$ cat config.mk
export PLATFORM = sky130hd
export DESIGN_NAME = msc_ram
export DESIGN_NICKNAME = d
export VERILOG_FILES = /design/src/design/mips_subset_core_step_unit_defines.svh /design/src/design/msc_ram.sv
export SDC_FILE = /design/constraint.sdc
export NUM_CORES = 1
export LEC_CHECK = 0
export ABC_AREA = 1
export BUFFER_PORTS_ARGS = -buffer_cell sky130_fd_sc_hd__buf_2
export CORE_MARGIN = 5
export CORE_UTILIZATION = 30
export CTS_CLUSTER_SIZE = 40
export DETAILED_ROUTE_END_ITERATION = 10
export GPL_TIMING_DRIVEN = 1
export PLACE_DENSITY = 0.47
export SYNTH_ARGS = -nofsm -noshare
export SYNTH_HDL_FRONTEND = slang
export SYNTH_SLANG_ARGS = --single-unit
export TNS_END_PERCENT = 1
$ cat constraint.sdc
create_clock -name clk -period 2.4 [get_ports clk]
set_input_delay 0 -clock clk [delete_from_list [all_inputs] [get_ports clk]]
set_output_delay 0 -clock clk [all_outputs]
set_load 0.05 [all_outputs]
$ cat src/design/mips_subset_core_step_unit_defines.svh
// ----------------------------------------------------------------------------
// mips_subset_core_step_unit_defines
// Assertion macros for the core files. Each expects clk and rst_n in scope.
// ----------------------------------------------------------------------------
`ifndef MIPS_SUBSET_CORE_STEP_UNIT_DEFINES_SVH
`define MIPS_SUBSET_CORE_STEP_UNIT_DEFINES_SVH

// same-cycle implication
`define MSC_ASSERT_IMP(name, ante, cons, msg) \
    name: assert property (@(posedge clk) disable iff (!rst_n) (ante) |-> (cons)) \
        else $error(msg);

// next-cycle implication
`define MSC_ASSERT_NXT(name, ante, cons, msg) \
    name: assert property (@(posedge clk) disable iff (!rst_n) (ante) |=> (cons)) \
        else $error(msg);

`endif

$ cat src/design/msc_ram.sv
// ----------------------------------------------------------------------------
// msc_ram
// Generic single-write, single-read RAM with registered read data.
// ----------------------------------------------------------------------------
`default_nettype none

module msc_ram #(
    parameter int WIDTH = 32,
    parameter int DEPTH = 32
) (
    input  logic                     clk,
    input  logic                     we,
    input  logic [$clog2(DEPTH)-1:0] waddr,
    input  logic [WIDTH-1:0]         wdata,
    input  logic                     re,
    input  logic [$clog2(DEPTH)-1:0] raddr,
    output logic [WIDTH-1:0]         rdata
);

    logic [WIDTH-1:0] mem [DEPTH];
    logic [WIDTH-1:0] rdata_reg;

    always_ff @(posedge clk)
    begin
        if (we)
        begin
            mem[waddr] <= wdata;
        end
        if (re)
        begin
            rdata_reg <= mem[raddr];
        end
    end

    assign rdata = rdata_reg;

endmodule

`default_nettype wire

After elaboration in Yosys (flattened, before gate mapping)
Memory sizes are Yosys's and may differ from the RTL's. A register that Yosys moved wholly into a read port is not among the register bits.
Cells that the tools add are included.
{"block": "totals", "ramBits": 1024, "input_bits": 45, "wordCells": 3, "n_memories": 1, "output_inout_bits": 32, "ff_bits": 0}
{"name": "mem", "words": 32, "word_bits": 32, "rd": 1, "rd_clocked_by_memory_dff": 1, "write_ports": 1, "line": "msc_ram.sv:20", "source": "logic [WIDTH-1:0] mem [DEPTH];"}
{"block": "op_classes", "mux": 2}
{"op": "$mux W1", "count": 2}

Depth between registers and ports, before layout
Gate-level depths: netlist of run 1.
{"block": "depth", "depth_word": 2, "depth_mapped": 12, "mapped_depth_nobuf": 9}

Worst setup path before layout of run 1
Ideal clock, no wire load.
{"block": "synth_timing", "kind": "input to register", "from": "input waddr[0]", "to": "memory mem[8][0], enable pin", "t_required_ns": 1.979, "t_arrival_ns": 1.655, "path_slack_ns": 0.324, "cell_stages": 3, "setup_ns": 0.421, "n_path_buf": 0, "cell_sequence": "inv_1 -> nand3_1 -> nor2_1"}
{"item": "start: declaration", "line": "msc_ram.sv:13", "source": "input logic [$clog2(DEPTH)-1:0] waddr,"}
{"item": "end: declaration", "line": "msc_ram.sv:20"}
No word-level cell before the write port.

==> results of run 1 <==
[tightest hold or removal path, delay by kind of cell]
family / cells / cell delay [ns]
buffers and inverters: 2 / 0.38
and+or+nand+nor: 2 / 0.23
[cell type report]
type	count	area, sq um
clock inverters	66	510
clock buffers	139	2970
repair buffers	212	2290
multi-input cells	2252	9670
flip-flops and latches	1056	31700
inverters	10	67.6
well taps	1890	2360
diodes	2	5.00
fillers	13906	92000
[cells by family after synthesis]
family / count (synthesis) / share of synthesized area [%]
AND/OR/NAND/NOR: 2252 / 22.1
flip-flops: 1056 / 74.2
buffers and inverters: 228 / 3.71
[routing by layer]
layer | track usage, % | share of wire [%]
met1 | 22.7 | 45
met2 | 28.3 | 49
met3 | 2.52 | 4.3
met4 | 4.14 | 2.4
met5 | 0 | 0
[worst min path at each step]
| stage | start | to | slack, ns | cells past startpoint |
|---|---|---|---|---|
| global route | waddr[1] | mem[10][6] | 0.11 | 4 |
| global placement | wdata[16] | mem[0][16] | 0.52 | 1 |
| detailed placement | wdata[3] | mem[16][3] | 0.53 | 1 |
| finish | waddr[1] | mem[10][6] | 0.11 | 4 |
| floorplan | wdata[0] | mem[0][0] | 0.1 | 0 |
| CTS | waddr[3] | mem[10][6] | 0.07 | 3 |
[cell usage in the layout (no fill, tap or decap), drive strengths merged]
cell type,count
clkinv,55
diode,2
inv,12
dlygate4sd3,35
nand2,1440
buf,177
bufinv,8
nand3,780
clkinvlp,1
nor2,32
edfxtp,1056
clkbuf,139
[metrics by stage]
step	total power, uW	hold slack (ns)
2_1_floorplan	22600	0.0989
3_3_place_gp	23700	0.519
3_5_place_dp	23700	0.526
4_1_cts	40300	0.0664
5_1_grt	41300	0.108
6_report	40000	0.115
[timing repair]
item / 4_1_cts / 5_1_grt
endpoints found under the hold margin: 1045 / 0
hold buffers: 35 / 0
buffers inserted: 0 / 0
[where the power goes]
part           internal [uW]  switching (uW)  leakage [uW]  total [uW]
registers              20600            94.1       0.00955       20700
clock network           9550            7110       0.00170       16700
logic                    692            1920       0.00650        2610
total                  30800            9120        0.0178       40000
==> flow_summary.json, run 1 <==
{
  "cts_tree": "yes",
  "synth_area_sq_mm": 0.0427,
  "setup_slack_ns": 0.775,
  "synth.area.top_cells": "edfxtp_1 74%, nand2_1 13%, nand3_1 9.1%",
  "max_cap_viol_count": 0,
  "grt_max_degree": 149,
  "dieArea_sq_mm": 0.150,
  "clk_latency_ns": 0.70,
  "timing.rr.start": "mem[5][21]",
  "wl_per_cell_microns": 22.9,
  "area_growth_pct": 16.1,
  "ys_seq_area_share_pct": 74.2,
  "hold_violations": 0,
  "die_w_microns": 387,
  "slew_violations": 0,
  "routed_wl_microns": 129000,
  "rows": 138,
  "fin_cells": 5627,
  "via_count": 26943,
  "utilization_pct": 35.0,
  "largest_reg_flops": 1024,
  "crit_path_start_kind": "input pin",
  "grt_pass1_vias": 25924,
  "setup.worst_path.class": "in -> reg",
  "drt-initial-drc-count": 2313,
  "synthesis.nets": 3581,
  "slowest_delay_ns": 0.56,
  "cts_resized": 0,
  "setup_viol": 0,
  "p_leak_uw": 0.0178,
  "initial_core_util_pct": 30.2,
  "yosysMostFrequentCell": "nand2_1",
  "finalCritPeriodShare_pct": 67.7,
  "hp-class": "in -> reg",
  "rrSetupSlack_ns": 1.05,
  "r2r-end": "rdata[21]",
  "grt_pass1_wl_microns": 186000,
  "die_h_microns": 387,
  "synth.distinct_cells": 13,
  "synth_ff_type": "edfxtp_1",
  "cp-end-kind": "flop",
  "port_buffers": 76,
  "cp_common_cell": "nand2_1",
  "h-tree-depth": 3,
  "dp_hpwl_microns": 62400,
  "outcome": "finished clean",
  "synth_edf_count": 1056,
  "drive_gt1_share_pct": 9.61,
  "drt_pass1_iterations": 5,
  "slowest_stage": "dlygate4sd3_1",
  "grt_use_total_pct": 16.7,
  "rsz0062_at_grt": "false",
  "fin_skew_ns": 0.0158,
  "yosys_warnings": 0,
  "clockBufferDepth": 3,
  "ir_drop_mv": 0.572,
  "cts_num_sinks": 1056,
  "drc": 0,
  "cp-endpoint": "rdata[12]",
  "antenna_found_initial": 2,
  "yosysTopAreaCell": "edfxtp_1",
  "r2r_cells": 8,
  "clkTransAtPathRegs_ns": 0.06,
  "placedInstanceArea_sq_mm": 0.0458,
  "critPathLaunch": "raddr[2]",
  "layout.nets": 3689,
  "clockRootBuffer": "clkbuf_16",
  "synth_area_per_cell_sq_um": 12.1,
  "syn_inst": 3536,
  "numCtsBuffers": 112,
  "maxSlewHeadroom_pct": 44.1,
  "critPathTopFamily": "buffers and inverters",
  "crit_cells": 10,
  "gp_congestion": 0.717,
  "grt_overflow": 0,
  "fin_area_sq_mm": 0.0496,
  "crit_required_ns": 2.94,
  "crit_arrival_ns": 2.16,
  "yosys.area.top_type_share_pct": 74.2,
  "dp_cells": 5385,
  "power_density_mw_per_mm2": 806,
  "crit_buf_inv": 4,
  "antenna_left": 0,
  "synthTopCellsByCount": "1,440 x nand2_1, 1,056 x edfxtp_1, 780 x nand3_1, 83 x buf_2, 66 x buf_6",
  "path_max_fanout": 37,
  "io_pins": 77,
  "path_cells": "dlygate4sd3_1 -> buf_6 -> inv_6 -> buf_4 -> nand3_1 -> nand2_1 -> nand2_1 -> nand2_1 -> nand2_1 -> nand2_1",
  "post-place-ws_ns": 0.590,
  "synth-async-reset-ratio_pct": 0,
  "synth_seq_cells": 1056,
  "max_freq_mhz": 615,
  "coreArea_sq_mm": 0.142,
  "tightest_slew_ns": 0.838,
  "setup-tns-final_ns": 0,
  "min_period_ns": 1.63,
  "viasPerCell": 4.79
}
No activity file was read; power rests on OpenSTA's default activity.
==> run 2: changes to the inputs <==
==> constraint.sdc (replaced) <==
create_clock -name clk -period 1.68 [get_ports clk]
set_input_delay 0 -clock clk [delete_from_list [all_inputs] [get_ports clk]]
set_output_delay 0 -clock clk [all_outputs]
set_load 0.05 [all_outputs]
==> run 2 against run 1 <==
  * Critical path depth fell by 9
  * Critical path type is now reg -> out
  * Hold slack lost 0.042 ns
  * Clock power increased by 41%
  * Register-to-register slack worse by 0.67 ns
  * Cell count increased by 1.4%
  * Flip-flop and latch count stayed put
  * Count of clock-buffer cells in the layout rose by 2
  * Combinational power rose by 51%
  * Via count is 1.8% higher
  * Non-clock buffer count is 83 higher
  * Sequential share of layout area shrank 1.2 points
==> flow_summary.json, run 2 (same netlist as run 1, synthesis figures left out) <==
{
  "outcome": "finished clean",
  "final_common_cell": "nand2_1",
  "setup.worst_path.class": "reg -> out",
  "wl_per_cell_microns": 23.0,
  "p_sw_uw": 13200,
  "min_to": "rdata[4]",
  "slowest_stage": "edfxtp_1",
  "slowest_delay_ns": 0.51,
  "critPathLaunch": "rdata[16]",
  "antenna_found_initial": 5,
  "hold_ws_ns": 0.0729,
  "grt_overflow": 0,
  "rrSetupSlack_ns": 0.38,
  "swShare_pct": 23.1,
  "critPathTopFamily": "flip-flops",
  "port_buffers": 76,
  "clkTransAtPathRegs_ns": 0.06,
  "crit_path_start_kind": "flop",
  "gp_congestion": 0.727,
  "cts_resized": 0,
  "path_cells": "buf_2",
  "hold_violations": 0,
  "antenna_left": 0,
  "drive_gt1_share_pct": 11.6,
  "timing.rr.start": "mem[25][28]",
  "rows": 138,
  "p_leak_uw": 0.0182,
  "die_w_microns": 387,
  "initial_core_util_pct": 30.2,
  "clk_latency_ns": 0.72,
  "crit_arrival_ns": 1.56,
  "grt_use_total_pct": 17.2,
  "via_count": 27417,
  "placedInstanceArea_sq_mm": 0.0468,
  "fin_area_sq_mm": 0.0506,
  "drt_pass1_iterations": 5,
  "fin_skew_ns": 0.0249,
  "p_clk_share_pct": 41.3,
  "path_max_fanout": 1,
  "die_h_microns": 387,
  "grt_pass1_wl_microns": 191000,
  "maxSlewHeadroom_pct": 60.6,
  "ir_drop_mv": 0.728,
  "io_pins": 77,
  "dp_hpwl_microns": 72200,
  "hold_depth": 6,
  "r2r_cells": 8,
  "setup-tns-final_ns": 0,
  "cts_num_sinks": 1056,
  "area_growth_pct": 18.3,
  "dieArea_sq_mm": 0.150,
  "routed_wl_microns": 131000,
  "max_freq_mhz": 640,
  "utilization_pct": 35.7,
  "grt_pass1_vias": 26749,
  "slew_violations": 0,
  "power_density_mw_per_mm2": 1130,
  "p_total_uw": 57000,
  "crit_buf_inv": 1,
  "viasPerCell": 4.81,
  "r2r-end": "rdata[28]",
  "largest_reg_flops": 1024,
  "cts_tree": "yes",
  "finalCritPeriodShare_pct": 93.0,
  "clockBufferDepth": 3,
  "numCtsBuffers": 112,
  "share_comb_of_total_power_pct": 6.9,
  "hp-class": "in -> reg",
  "min_period_ns": 1.56,
  "power_frac_seq_pct": 51.8,
  "cp-end-kind": "output pin",
  "rsz0062_at_grt": "false",
  "drc": 0,
  "hp-start": "raddr[3]",
  "grt_max_degree": 85,
  "layout.nets": 3772,
  "drt-initial-drc-count": 2395,
  "setup_viol": 0,
  "p_int_uw": 43800,
  "crit_required_ns": 1.68,
  "h-tree-depth": 3,
  "coreArea_sq_mm": 0.142,
  "clockRootBuffer": "clkbuf_16",
  "final_cell_mix": "1,440 x nand2_1, 1,056 x edfxtp_1, 780 x nand3_1",
  "max_cap_viol_count": 0,
  "tightest_slew_ns": 0.591
}
## run 2: changes by cell type in the layout (fill, tap and decap cells not counted), sizes merged
cell         before  now
inv              12   14
clkbuf          139  141
bufinv            8    7
dlygate4sd3      35   38
clkinv           55   43
diode             2    3
buf             177  257
clkinvlp          1    2
## run 2: how the worst max path moves through the flow
stage               cells after the start   endpoint  slack [ns]
global placement                       12   rdata[6]        0.09
global route                            1  rdata[11]        0.03
CTS                                     1   rdata[9]        0.01
floorplan                               3  mem[0][0]       -0.40
finish                                  1  rdata[16]        0.12
detailed placement                     12   rdata[7]        0.09
## run 2: layout make-up
cell class | instances | area [sq um]
Antenna cell | 3 | 7.51
Clock buffer | 141 | 2910
Clock inverter | 56 | 495
Fill cell | 13888 | 91000
Inverter | 10 | 67.6
Multi-Input combinational cell | 2252 | 9670
Sequential cell | 1056 | 31700
Tap cell | 1890 | 2360
Timing Repair Buffer | 295 | 3340
## run 2: timing repair
action	CTS	global route
endpoints found under the hold margin	1082	0
buffers inserted	0	0
hold buffers	38	0
## run 2: layer usage
layer | routed length, microns | track usage, % | part of all wire (%) | vias up
li1 | - | - | - | 12757
met1 | 58700 | 23.8 | 45 | 13756
met2 | 62900 | 28.6 | 48 | 714
met3 | 6370 | 2.69 | 4.9 | 188
met4 | 2980 | 3.93 | 2.3 | 2
met5 | 13 | 0 | 0.0099 | -
## run 2: worst reg2reg max path, stage by stage, from the launching register on
cell	delay [ns]
edfxtp_1	0.35
nand2_1	0.07
nand3_1	0.09
nand3_1	0.10
nand2_1	0.12
nand2_1	0.10
nand2_1	0.05
nand2_1	0.05
nand2_1	0.10
## run 2: power groups by stage
| stage | Sequential (uW) | Combinational, uW | Clock (uW) |
|---|---|---|---|
| floorplan | 30300 | 2020 | 0 |
| global placement | 30100 | 3880 | 0 |
| detailed placement | 30100 | 3890 | 0 |
| CTS | 29500 | 3980 | 24100 |
| global route | 29600 | 4340 | 25200 |
| finish | 29500 | 3930 | 23600 |
## run 2: through the flow
stage	cells	setup WS, ns
2_1_floorplan	3536	-0.396
3_3_place_gp	5465	0.0862
3_5_place_dp	5465	0.0912
4_1_cts	5700	0.0129
5_1_grt	5700	0.0258
6_report	5703	0.118
==> run 3: changes to the inputs <==
--- a/config.mk
+++ b/config.mk
@@ -12,7 +12,6 @@
 export CTS_CLUSTER_SIZE = 40
 export DETAILED_ROUTE_END_ITERATION = 10
 export GPL_TIMING_DRIVEN = 1
-export PLACE_DENSITY = 0.47
 export SYNTH_ARGS = -nofsm -noshare
 export SYNTH_HDL_FRONTEND = slang
 export SYNTH_SLANG_ARGS = --single-unit
==> run 3 against run 2 <==
  * Clock skew shrank 0.0013 ns
  * Routed wire length shrank 8.6%
  * Die area is the same
  * Clock power is essentially flat
  * Total power shrank 0.18%
  * Design area shrank 0.26%
  * Critical endpoint unchanged
==> flow_summary.json, run 3 (same netlist as run 1, synthesis figures left out) <==
{
  "numCtsBuffers": 103,
  "rows": 138,
  "multiInputGateArea_sq_mm": 0.00967,
  "routed_wl_microns": 120000,
  "p_leak_uw": 0.0182,
  "tightest_slew_ns": 0.622,
  "setup_viol": 0,
  "dp_hpwl_microns": 67400,
  "slowest_stage": "edfxtp_1",
  "hold_violations": 0,
  "clockRootBuffer": "clkbuf_16",
  "critPathTopFamily": "flip-flops",
  "port_buffers": 76,
  "hp-class": "in -> reg",
  "clk_latency_ns": 0.71,
  "via_count": 27781,
  "clkTransAtPathRegs_ns": 0.06,
  "antenna_left": 0,
  "antenna_found_initial": 4,
  "seqCellArea_sq_mm": 0.0317,
  "crit_required_ns": 1.68,
  "final_cell_mix": "1,440 x nand2_1, 1,056 x edfxtp_1, 780 x nand3_1",
  "gp_congestion": 0.777,
  "post-place-ws_ns": 0.140,
  "die_w_microns": 387,
  "initial_core_util_pct": 30.2,
  "io_pins": 77,
  "cts_num_sinks": 1056,
  "ir_drop_mv": 0.825,
  "clockBufferDepth": 3,
  "crit_path_start_kind": "flop",
  "grt_max_degree": 67,
  "power_density_mw_per_mm2": 1130,
  "setup_slack_ns": 0.143,
  "max_freq_mhz": 651,
  "outcome": "finished clean",
  "slew_violations": 0,
  "largest_reg_flops": 1024,
  "slowest_delay_ns": 0.51,
  "grt_overflow": 0,
  "grt_pass1_vias": 26540,
  "nFillCells": 13756,
  "final_common_cell": "nand2_1",
  "drt_pass1_iterations": 6,
  "area_growth_pct": 18.0,
  "drc": 0,
  "drive_gt1_share_pct": 11.4,
  "h-tree-depth": 3,
  "rsz0062_at_grt": "false",
  "wl_per_cell_microns": 21.0,
  "finalCritPeriodShare_pct": 91.5,
  "path_max_fanout": 1,
  "grt_use_total_pct": 15.5,
  "fin_skew_ns": 0.0236,
  "grt_pass1_wl_microns": 177000,
  "maxSlewHeadroom_pct": 58.5,
  "coreArea_sq_mm": 0.142,
  "layout.nets": 3755,
  "crit_arrival_ns": 1.54,
  "post_cts_buffers": 0,
  "min_period_ns": 1.54,
  "drt-initial-drc-count": 2756,
  "cp-end-kind": "output pin",
  "setup.worst_path.class": "reg -> out",
  "path_cells": "buf_2",
  "max_cap_viol_count": 0,
  "rrSetupSlack_ns": 0.40,
  "viasPerCell": 4.88,
  "crit_buf_inv": 1,
  "dieArea_sq_mm": 0.150,
  "cts_tree": "yes",
  "die_h_microns": 387,
  "utilization_pct": 35.6
}
[run 3: changes by cell type in the layout (fill, tap and decap cells not counted)]
| cell | delta |
|---|---|
| clkinvlp_4 | +1 |
| inv_6 | -1 |
| dlygate4sd3_1 | -1 |
| diode_2 | -1 |
| clkbuf_1 | -10 |
| clkinv_1 | +9 |
| bufinv_16 | +6 |
| clkinv_2 | -2 |
| clkbuf_16 | -7 |
| buf_12 | -6 |
| clkinv_8 | +1 |
| buf_4 | -1 |
[run 3: worst register-to-register path, stage by stage (launching register included)]
cell	delay (ns)
edfxtp_1	0.36
nand2_1	0.07
nand3_1	0.07
nand3_1	0.09
nand2_1	0.08
nand2_1	0.11
nand2_1	0.07
nand2_1	0.10
nand2_1	0.09
[run 3: path summary, 6_finish.rpt]
check	cells after the start	startpoint	end
worst max-delay path	1	rdata[16]	rdata[16]
worst min-delay path	6	raddr[3]	rdata[12]
worst max register to register	8	mem[21][11]	rdata[11]
worst min register to register	8	mem[2][6]	rdata[6]
[run 3: cell type report]
class	instances	area share (%)
Sequential cell	1056	62.9
Multi-Input combinational cell	2252	19.2
Timing Repair Buffer	287	6.34
Clock buffer	124	5.35
Tap cell	1890	4.69
Clock inverter	70	1.42
Inverter	10	0.134
Antenna cell	2	0.00992
[run 3: metal layers]
metal,global-route usage (%),part of all wire [%],wire (microns)
met1,21.9,43,52000
met2,24.9,47,55900
met4,3.62,2.1,2500
met5,0,0.011,13
met3,2.93,7.8,9300
[run 3: timing repair]
item,in CTS,in global routing
hold buffers,37,0
resized for setup,0,0
endpoints found under the hold margin,1081,0
[run 3: report_power, final]
group          internal [uW]  switching, uW  leakage, uW  total, uW
sequential             29400            123      0.00955      29500
combinational           1120           2750      0.00697       3870
clock                  13500          10000      0.00166      23500
total                  44000          12900       0.0182      56900
[run 3: through the flow]
stage / TNS [ns] / std cells / hold WS (ns) / power (uW) / cell area [sq um]
floorplan: -387.66 / 3536 / 0.0989 / 32300 / 42700
global placement: 0 / 5458 / 0.501 / 33900 / 46600
detailed placement: 0 / 5458 / 0.501 / 33900 / 46600
CTS: 0 / 5689 / 0.00282 / 57300 / 50400
global route: 0 / 5689 / 0.0551 / 58800 / 50400
finish: 0 / 5691 / 0.0451 / 56900 / 50400
